## src/rtl/core/bba_pkg.sv

```systemverilog
// ----------------------------------------------------------------------------
// bba_pkg
// Shared types, sizes and reset helpers for the bitmap block allocator.
// ----------------------------------------------------------------------------
package bba_pkg;

    localparam int NUM_BLOCKS     = 512;
    localparam int RESERVED_START = 0;
    localparam int RESERVED_COUNT = 1;
    localparam int WORD_BITS      = 64;

    localparam int MAP_WORDS  = (NUM_BLOCKS + WORD_BITS - 1) / WORD_BITS;
    localparam int WIDX_W     = (MAP_WORDS > 1) ? $clog2(MAP_WORDS) : 1;
    localparam int BIDX_W     = $clog2(WORD_BITS);
    localparam int ID_W       = 10;
    localparam int CNT_W      = 10;
    localparam int OP_W       = 2;
    localparam int S_DATA_W   = 16;
    localparam int M_DATA_W   = 32;

    typedef logic [WORD_BITS-1:0] t_word;

    typedef enum logic [1:0] {
        S_IDLE,
        S_SCAN,
        S_DONE
    } t_state;

    typedef enum logic [OP_W-1:0] {
        OP_ALLOC   = 2'd0,
        OP_REQUEST = 2'd1,
        OP_RELEASE = 2'd2
    } t_op;

    // bits of map word w that name real blocks
    function automatic t_word word_mask(input int w);
        t_word m;
        m = '0;
        for (int b = 0; b < WORD_BITS; b++) begin
            if (w * WORD_BITS + b < NUM_BLOCKS) begin
                m[b] = 1'b1;
            end
        end
        return m;
    endfunction

    // reserved blocks that hold the map itself
    function automatic t_word reset_word(input int w);
        t_word m;
        int    id;
        m = '0;
        for (int b = 0; b < WORD_BITS; b++) begin
            id = w * WORD_BITS + b;
            if (id >= RESERVED_START && id < RESERVED_START + RESERVED_COUNT
                    && id < NUM_BLOCKS) begin
                m[b] = 1'b1;
            end
        end
        return m;
    endfunction

    function automatic logic [CNT_W-1:0] reset_used();
        int n;
        n = 0;
        for (int i = 0; i < RESERVED_COUNT; i++) begin
            if (RESERVED_START + i < NUM_BLOCKS) begin
                n = n + 1;
            end
        end
        return CNT_W'(n);
    endfunction

endpackage

```

## src/rtl/core/bitmap_block_allocator.sv

```systemverilog
// ----------------------------------------------------------------------------
// bitmap_block_allocator
// Used/free bitmap over a fixed block store with allocate, request, release.
// ----------------------------------------------------------------------------
// One word in gives one word out. An allocate walks the map one 64-bit word
// per cycle through a single find-first-zero unit, from word 0 up to the
// first word with a free bit or the last word, and then posts the result;
// request and release touch only the one map word that holds the block. The
// input side is ready only while no operation is in progress; a finished
// result sits in the output register and does not hold off the next word.
// After reset only the reserved blocks that hold the map are marked used.
module bitmap_block_allocator (
    input  logic                          i_clk,
    input  logic                          i_rst_n,
    input  logic                          i_s_tvalid,
    output logic                          o_s_tready,
    input  logic [bba_pkg::S_DATA_W-1:0]  i_s_tdata,  // op[1:0], blk_num[11:2]
    output logic                          o_m_tvalid,
    input  logic                          i_m_tready,
    output logic [bba_pkg::M_DATA_W-1:0]  o_m_tdata   // success[0], granted_id[10:1],
                                                      // used_count[20:11],
                                                      // free_count[30:21]
);

    bba_pkg::t_state                   r_state, n_state;
    bba_pkg::t_word                    r_map [bba_pkg::MAP_WORDS];
    logic [bba_pkg::CNT_W-1:0]         r_used, n_used;
    logic [bba_pkg::WIDX_W-1:0]        r_idx, n_idx;
    bba_pkg::t_op                      r_op, n_op;
    logic [bba_pkg::ID_W-1:0]          r_id, n_id;
    logic                              r_ok, n_ok;
    logic [bba_pkg::ID_W-1:0]          r_gid, n_gid;
    logic                              r_out_vld, n_out_vld;
    logic [bba_pkg::M_DATA_W-1:0]      r_out, n_out;

    logic                              s_accept;
    logic                              m_free;
    bba_pkg::t_word                    cur_word;
    bba_pkg::t_word                    free_bits;
    logic                              ffz_found;
    logic [bba_pkg::BIDX_W-1:0]        ffz_pos;
    logic                              id_in_range;
    logic [bba_pkg::BIDX_W-1:0]        id_bit;
    logic                              wr_en;
    bba_pkg::t_word                    wr_word;
    logic [bba_pkg::CNT_W-1:0]         free_cnt;

    assign s_accept = i_s_tvalid && o_s_tready;
    assign m_free   = !r_out_vld || i_m_tready;

    // find-first-zero unit, shared by every word of the scan
    assign cur_word  = r_map[r_idx];
    assign free_bits = ~cur_word & bba_pkg::word_mask(int'(r_idx));
    assign ffz_found = |free_bits;

    always_comb begin
        ffz_pos = '0;
        for (int b = bba_pkg::WORD_BITS - 1; b >= 0; b--) begin
            if (free_bits[b]) begin
                ffz_pos = bba_pkg::BIDX_W'(b);
            end
        end
    end

    assign id_in_range = int'(r_id) < bba_pkg::NUM_BLOCKS;
    assign id_bit      = r_id[bba_pkg::BIDX_W-1:0];
    assign free_cnt    = bba_pkg::CNT_W'(bba_pkg::NUM_BLOCKS - int'(r_used));

    always_comb begin
        n_state   = r_state;
        n_used    = r_used;
        n_idx     = r_idx;
        n_op      = r_op;
        n_id      = r_id;
        n_ok      = r_ok;
        n_gid     = r_gid;
        n_out_vld = r_out_vld;
        n_out     = r_out;
        wr_en     = 1'b0;
        wr_word   = cur_word;
        o_s_tready = (r_state == bba_pkg::S_IDLE);

        if (r_out_vld && i_m_tready) begin
            n_out_vld = 1'b0;
        end

        case (r_state)
            bba_pkg::S_IDLE: begin
                if (s_accept) begin
                    n_op  = bba_pkg::t_op'(i_s_tdata[bba_pkg::OP_W-1:0]);
                    n_id  = i_s_tdata[bba_pkg::OP_W +: bba_pkg::ID_W];
                    n_ok  = 1'b0;
                    n_gid = '0;
                    if (bba_pkg::t_op'(i_s_tdata[bba_pkg::OP_W-1:0])
                            == bba_pkg::OP_ALLOC) begin
                        n_idx = '0;
                    end else begin
                        n_idx = i_s_tdata[bba_pkg::OP_W + bba_pkg::BIDX_W +: bba_pkg::WIDX_W];
                    end
                    n_state = bba_pkg::S_SCAN;
                end
            end
            bba_pkg::S_SCAN: begin
                case (r_op)
                    bba_pkg::OP_ALLOC: begin
                        if (ffz_found) begin
                            wr_en           = 1'b1;
                            wr_word[ffz_pos] = 1'b1;
                            n_used          = r_used + 1'b1;
                            n_ok            = 1'b1;
                            n_gid           = bba_pkg::ID_W'({r_idx, ffz_pos});
                            n_state         = bba_pkg::S_DONE;
                        end else if (int'(r_idx) == bba_pkg::MAP_WORDS - 1) begin
                            n_state = bba_pkg::S_DONE;  // store full
                        end else begin
                            n_idx = r_idx + 1'b1;
                        end
                    end
                    bba_pkg::OP_REQUEST: begin
                        if (id_in_range && !cur_word[id_bit]) begin
                            wr_en           = 1'b1;
                            wr_word[id_bit] = 1'b1;
                            n_used          = r_used + 1'b1;
                            n_ok            = 1'b1;
                        end
                        n_state = bba_pkg::S_DONE;
                    end
                    bba_pkg::OP_RELEASE: begin
                        if (id_in_range) begin
                            n_ok = 1'b1;
                            if (cur_word[id_bit]) begin
                                wr_en           = 1'b1;
                                wr_word[id_bit] = 1'b0;
                                n_used          = r_used - 1'b1;
                            end
                        end
                        n_state = bba_pkg::S_DONE;
                    end
                    default: begin
                        n_state = bba_pkg::S_DONE;
                    end
                endcase
            end
            bba_pkg::S_DONE: begin
                if (m_free) begin
                    n_out_vld = 1'b1;
                    n_out     = {1'b0, free_cnt, r_used, r_gid, r_ok};
                    n_state   = bba_pkg::S_IDLE;
                end
            end
            default: begin
                n_state = bba_pkg::S_IDLE;
            end
        endcase
    end

    always_ff @(posedge i_clk) begin
        if (!i_rst_n) begin
            r_state   <= bba_pkg::S_IDLE;
            r_used    <= bba_pkg::reset_used();
            r_out_vld <= 1'b0;
            for (int w = 0; w < bba_pkg::MAP_WORDS; w++) begin
                r_map[w] <= bba_pkg::reset_word(w);
            end
        end else begin
            r_state   <= n_state;
            r_used    <= n_used;
            r_out_vld <= n_out_vld;
            if (wr_en) begin
                r_map[r_idx] <= wr_word;
            end
        end
    end

    always_ff @(posedge i_clk) begin
        r_idx <= n_idx;
        r_op  <= n_op;
        r_id  <= n_id;
        r_ok  <= n_ok;
        r_gid <= n_gid;
        r_out <= n_out;
    end

    assign o_m_tvalid = r_out_vld;
    assign o_m_tdata  = r_out;

    // ------------------------------------------------------------------------
    a_accept_scan: assert property (@(posedge i_clk) disable iff (!i_rst_n)
        s_accept |=> r_state == bba_pkg::S_SCAN)
        else $error("accepted word did not start a scan");

    a_used_step: assert property (@(posedge i_clk) disable iff (!i_rst_n)
        $past(i_rst_n) |-> (r_used == $past(r_used)
            || r_used == $past(r_used) + 1'b1
            || r_used == $past(r_used) - 1'b1))
        else $error("used count moved by more than one");

    a_used_bound: assert property (@(posedge i_clk) disable iff (!i_rst_n)
        int'(r_used) <= bba_pkg::NUM_BLOCKS)
        else $error("used count above block count");

    a_map_write_scan: assert property (@(posedge i_clk) disable iff (!i_rst_n)
        wr_en |-> r_state == bba_pkg::S_SCAN && n_state == bba_pkg::S_DONE)
        else $error("map written outside the final scan step");

endmodule

```

## config.mk

```make
export PLATFORM = sky130hd
export DESIGN_NAME = bitmap_block_allocator
export DESIGN_NICKNAME = d
export VERILOG_FILES = /design/src/rtl/core/bba_pkg.sv /design/src/rtl/core/bitmap_block_allocator.sv
export SDC_FILE = /design/constraint.sdc
export NUM_CORES = 1
export LEC_CHECK = 0
export ABC_AREA = 1
export BUFFER_PORTS_ARGS = -buffer_cell sky130_fd_sc_hd__buf_4
export CAP_MARGIN = 20
export CORE_ASPECT_RATIO = 0.5
export CORE_MARGIN = 5
export CORE_UTILIZATION = 30
export CTS_CLUSTER_DIAMETER = 200
export DETAILED_ROUTE_END_ITERATION = 10
export GPL_ROUTABILITY_DRIVEN = 0
export GPL_TIMING_DRIVEN = 0
export PLACE_DENSITY = 0.44
export SYNTH_ARGS = -nofsm -noshare
export SYNTH_HDL_FRONTEND = slang
export SYNTH_SLANG_ARGS = --single-unit
```

## constraint.sdc

```tcl
create_clock -name i_clk -period 11.1 [get_ports i_clk]
set_input_delay 2.775 -clock i_clk [delete_from_list [all_inputs] [get_ports i_clk]]
set_output_delay 2.775 -clock i_clk [all_outputs]
set_load 0.05 [all_outputs]
```

# [Yosys cells after proc, flatten, opt, wreduce, memory -nomap -nowiden]
# Memory sizes are Yosys's and may differ from the RTL's. A register that Yosys moved wholly into a read port is not among the register bits.
# Index checks and enable logic that the tools add are counted.
[classes] n_bitwise=6 n_lt_le_gt_ge=69 muxes=185 reduce_logical=22 n_eq_ne=20 n_addsub=67
[op_table] operator="< comparator 10 bit, second input constant" n=64
[op_table] operator="2-to-1 mux 6 bit" n=64
[op_table] operator="2-to-1 mux 64 bit" n=6
[op_table] operator="adder 9 x 6 -> 10 bit, second input constant" n=32
[op_table] operator="case mux 64 bit (3 select lines)" n=1
[op_table] operator="adder 9 x 5 -> 10 bit, second input constant" n=16
[op_table] operator="AND 64 bit" n=2
[op_table] operator="NOT 64 bit" n=2
[op_table] operator="OR 64 bit" n=2
[op_table] operator="OR reduction 64 bit" n=2
[op_table] operator="2-to-1 mux 1 bit" n=85
[op_table] operator="adder 9 x 4 -> 10 bit, second input constant" n=8
[op_table] operator="2-to-1 mux 10 bit" n=7
[op_table] operator="adder 9 x 3 -> 10 bit, second input constant" n=4
[op_table] operator="case mux 10 bit (3 select lines)" n=1
[op_table] operator="2-to-1 mux 3 bit" n=7
[op_table] operator="adder 9 x 2 -> 10 bit, second input constant" n=2
[op_table] operator="case mux 10 bit (2 select lines)" n=1
[op_table] operator="!= test 2 bit, second input constant" n=8
[op_table] operator="< comparator 6 x 7 -> 1 bit, second input constant" n=2
[op_table] operator="demux 1 bit (select 6 bit)" n=2
[op_table] operator=">= comparator 6 x 1 -> 1 bit, second input constant" n=2
[op_table] operator="AND reduction 6 bit" n=2
[op_table] operator="adder 10 x 1 -> 10 bit, second input constant" n=1
[op_table] operator="other kinds (28)" n=46
[word_totals] inputBits=20 memories=1 out_inout_bits=34 word_cells=379 ramBits=512 register_bits=70
[memory_table] memory="r_map" depth=8 width=64 read_ports=1 rd_clocked_by_memory_dff=1 write_ports=8 line="bitmap_block_allocator.sv:26" text="bba_pkg::t_word r_map [bba_pkg::MAP_WORDS];"

# [Logic depth before layout (Yosys ltp)]
[logic_depth] word_depth=77 depth_mapped=77 depth_no_buf=75

# [Worst setup path before layout]
# No wires, ideal clock.
[synth_timing] path_kind="register -> register" startpoint="reg (tool-made name)" endpoint="mem r_map[6][0] in the netlist's numbering, enable pin" period_less_slack_ps=6190 setup_slack_ps=4910 t_arrival_ps=5502 path_buffers=12 stages_incl_launch_ff=37 required_time_ps=10412 setup_ps=688 cell_sequence="dfxtp_1 -> inv_2 -> buf_4 -> buf_6 -> buf_6 -> buf_6 -> buf_6 -> buf_6 -> buf_2 -> buf_6 -> buf_6 -> buf_2 -> nor2_1 -> o22ai_1 -> nand2_1 -> o21ai_1 -> inv_1 -> nor2_1 -> inv_1 -> nor2_1 -> inv_1 -> nor2_1 -> inv_2 -> nor3_1 -> inv_2 -> nor2_1 -> nand2_1 -> o21ai_1 -> nand2_1 -> nand2_1 -> nor2_2 -> inv_2 -> nor2_4 -> nand3_1 -> buf_2 -> buf_1 -> nand2_1"
[synth_lines] item="end, declared" line="bitmap_block_allocator.sv:26"

==> impl_metrics.csv <==
group,metric,value,unit
routing,drt-total-wl,112000,microns
synth,synthMuxAreaShare,0,%
global_route,grt_use_total,19.8,%
layout,multiInputGateArea,0.0115,sq mm
timing,rsz0062_at_grt,"false",
critical_path,crit_top_cell,"clkbuf_1",
routing,wl_per_cell,22.9,microns
global_route,grt_pass1_vias,24000,
layout,drive_gt1_share,16.7,%
layout,nNetsFinal,3498,
synth,synthXorXnorAreaFrac,0.398,%
timing,hold_violations,0,
synth,synth_edf_count,563,
clock_network,post_cts_buffers,0,
clock_network,cts-root-buf,"clkbuf_16",
floorplan,num_rows,83,
timing,slew_headroom,23.9,%
routing,dr.pass1.iters,8,
floorplan,io_pins,54,
critical_path,cp-start-kind,"register",
floorplan,fp.dieH,237,microns
synth,synth-adder-area-share,0.512,%
synth,synth_simple_gate_area_share,25.1,%
synth,synth_warnings,0,
layout,final_common_cell,"nor2_1",
floorplan,die_area,0.110,sq mm
global_route,grt_max_degree,46,
clock_network,insertion_delay,650,ps
pwr,power,6060,uW
critical_path,worstPathArrival,10140,ps
pwr,power.density,172,mW/mm^2
hold_path,hold_class,"register to register",
layout,mostFrequentLayoutCells,"nor2_1 (784), edfxtp_1 (563), nand2_1 (460)",
synth,netlist_instances,3349,
floorplan,die_x,463,microns
routing,antenna_left,0,
global_route,gr-total-overflow,0,
placed_design,hpwlAfterDp,75000,microns
clock_network,clk_pin_slew,70,ps
layout,synthToLayoutAreaGrowth,14.1,%
synth,syn_area_per_cell,9.20,sq um
timing,finalSetupViolCount,0,
synth,synth_seq_cells,579,
routing,vias_per_cell,5.17,
clock_network,clockBufferDepth,3,
clock_network,clock_sinks,579,
flow_run,maxCapViolCount,0,
synth,synth_compound_area_share,11.3,%
critical_path,cp_slowest_cell,"buf_1",
synth,yosysSeqAreaShare,55.9,%
timing,timing.fmax,0.102,GHz
clock_network,htreeDepth,2,
global_route,antenna_found_initial,2,
critical_path,required,11410,ps
timing,slew_viol_final,0,
synth,synth.distinct_cells,51,
timing,finClkSkew,31.2,ps
synth,synth_top_family_by_area,"simple AND/OR/NAND/NOR gates",
critical_path,critPathKind,"register to register",
floorplan,coreArea,0.102,sq mm
critical_path,setup.worst_path.end_class,"register",
timing,fin_crit_sh,88.5,%
critical_path,crit_fanout,45,
layout,antenna_cells,0,
critical_path,slowest_delay,900,ps
placed_design,portBuffers,47,
layout,fillers,10500,
clock_network,cts_tree,"done",
clock_network,cts_hold_buf,0,
clock_network,cts_made_buffers,58,
layout,regArea,0.0172,sq mm
timing,worst_pin_slew,1140,ps
synth,yosys_most_used_dff,"edfxtp_1",
outcome,outcome,"finished clean",
timing,period_minus_slack,9830,ps
timing,finalSetupTns,0,ps
pwr,leakage,0.0128,uW
routing,num_vias,25200,
floorplan,start_util,30.1,%
global_route,grt_pass1_wl,163000,microns
pwr,peakVddDrop,0.112,mV
routing,drtIter0Drc,2534,
clock_network,cts_resized,0,
synth,async_reset_ff_share,0,%
synth,synth_area,0.0308,sq mm
routing,drc,0,
[path summary, 6_finish.rpt]
check / cells after the start / slack (ps) / startpoint / to
worst max-delay path: 29 / 1270 / register / r_map[1][4]
worst min-delay path: 0 / 420 / r_gid[5] / o_m_tdata[6]
worst max register to register: 29 / 1270 / register / r_map[1][4]
worst min register to register: 0 / 420 / r_gid[5] / o_m_tdata[6]
[metrics by stage]
step                hold WS (ps)  util, %  cells  area [sq um]  worst slack (ps)
floorplan                    400        -   3350         30800              4910
global placement             404     32.2   4757         32900             -1220
detailed placement           407     32.4   4766         33200              1310
CTS                          410     34.4   4875         35200              1300
global route                 432     34.4   4875         35200               574
finish                       420     34.4   4875         35200              1270
[registers in the layout (all words and copies together) (netlist names), 2 cells and up, named ones only]
signal	count
r_op	2
r_idx	3
r_used	10
o_m_tdata	29
r_gid	9
r_state	2
r_id	7
r_map	512
[report_power, final]
part / total, uW / internal, uW / switching, uW
Combinational: 1440 / 371 / 1070
Clock: 2110 / 1210 / 902
Sequential: 2510 / 2480 / 32.4
[synthesized netlist by cell type, types with 61 or more instances]
library cell,n,area (sq um)
o22ai_1,139,870
edfxtp_1,563,16900
o21ai_0,132,661
clkbuf_1,114,428
o21ai_1,189,946
inv_1,177,664
a221oi_1,66,578
nand2_2,63,394
nor2_2,192,1200
or3_1,61,382
nor2_1,785,2950
nand2_1,468,1760
[routing by layer]
layer | track usage, % | vias up | wire length, microns
li1 | - | 11700 | -
met1 | 29.6 | 12500 | 53600
met2 | 30.3 | 927 | 48100
met3 | 2.69 | 159 | 7300
met4 | 4.49 | 0 | 2530
met5 | 0 | - | 0
[area by class of cell]
| cell class | count | area share, % |
|---|---|---|
| clock inverters | 38 | 1.15 |
| clock buffers | 71 | 4.53 |
| well taps | 1360 | 4.84 |
| flip-flops and latches | 579 | 49.0 |
| plain buffers | 225 | 3.78 |
| repair buffers | 56 | 1.67 |
| multi-input cells | 2341 | 32.8 |
| inverters | 205 | 2.19 |
[worst max-delay path: cells and delay by family (launching register included)]
kind,cells,cell delay [ps]
buffers and inverters,14,5940
AND/OR/NAND/NOR,11,2030
AO/OA/AOI/OAI,4,910
flip-flops,1,430
[logic make-up after synthesis]
logic type,after synthesis
and+or+nand+nor,1725
buffers and inverters,430
other,1
xor gates and xnor gates,14
adders and majority gates,12
AOI/OAI and AO/OA,588
DFF,579
Note: power is estimated with default switching activity, not from simulation.
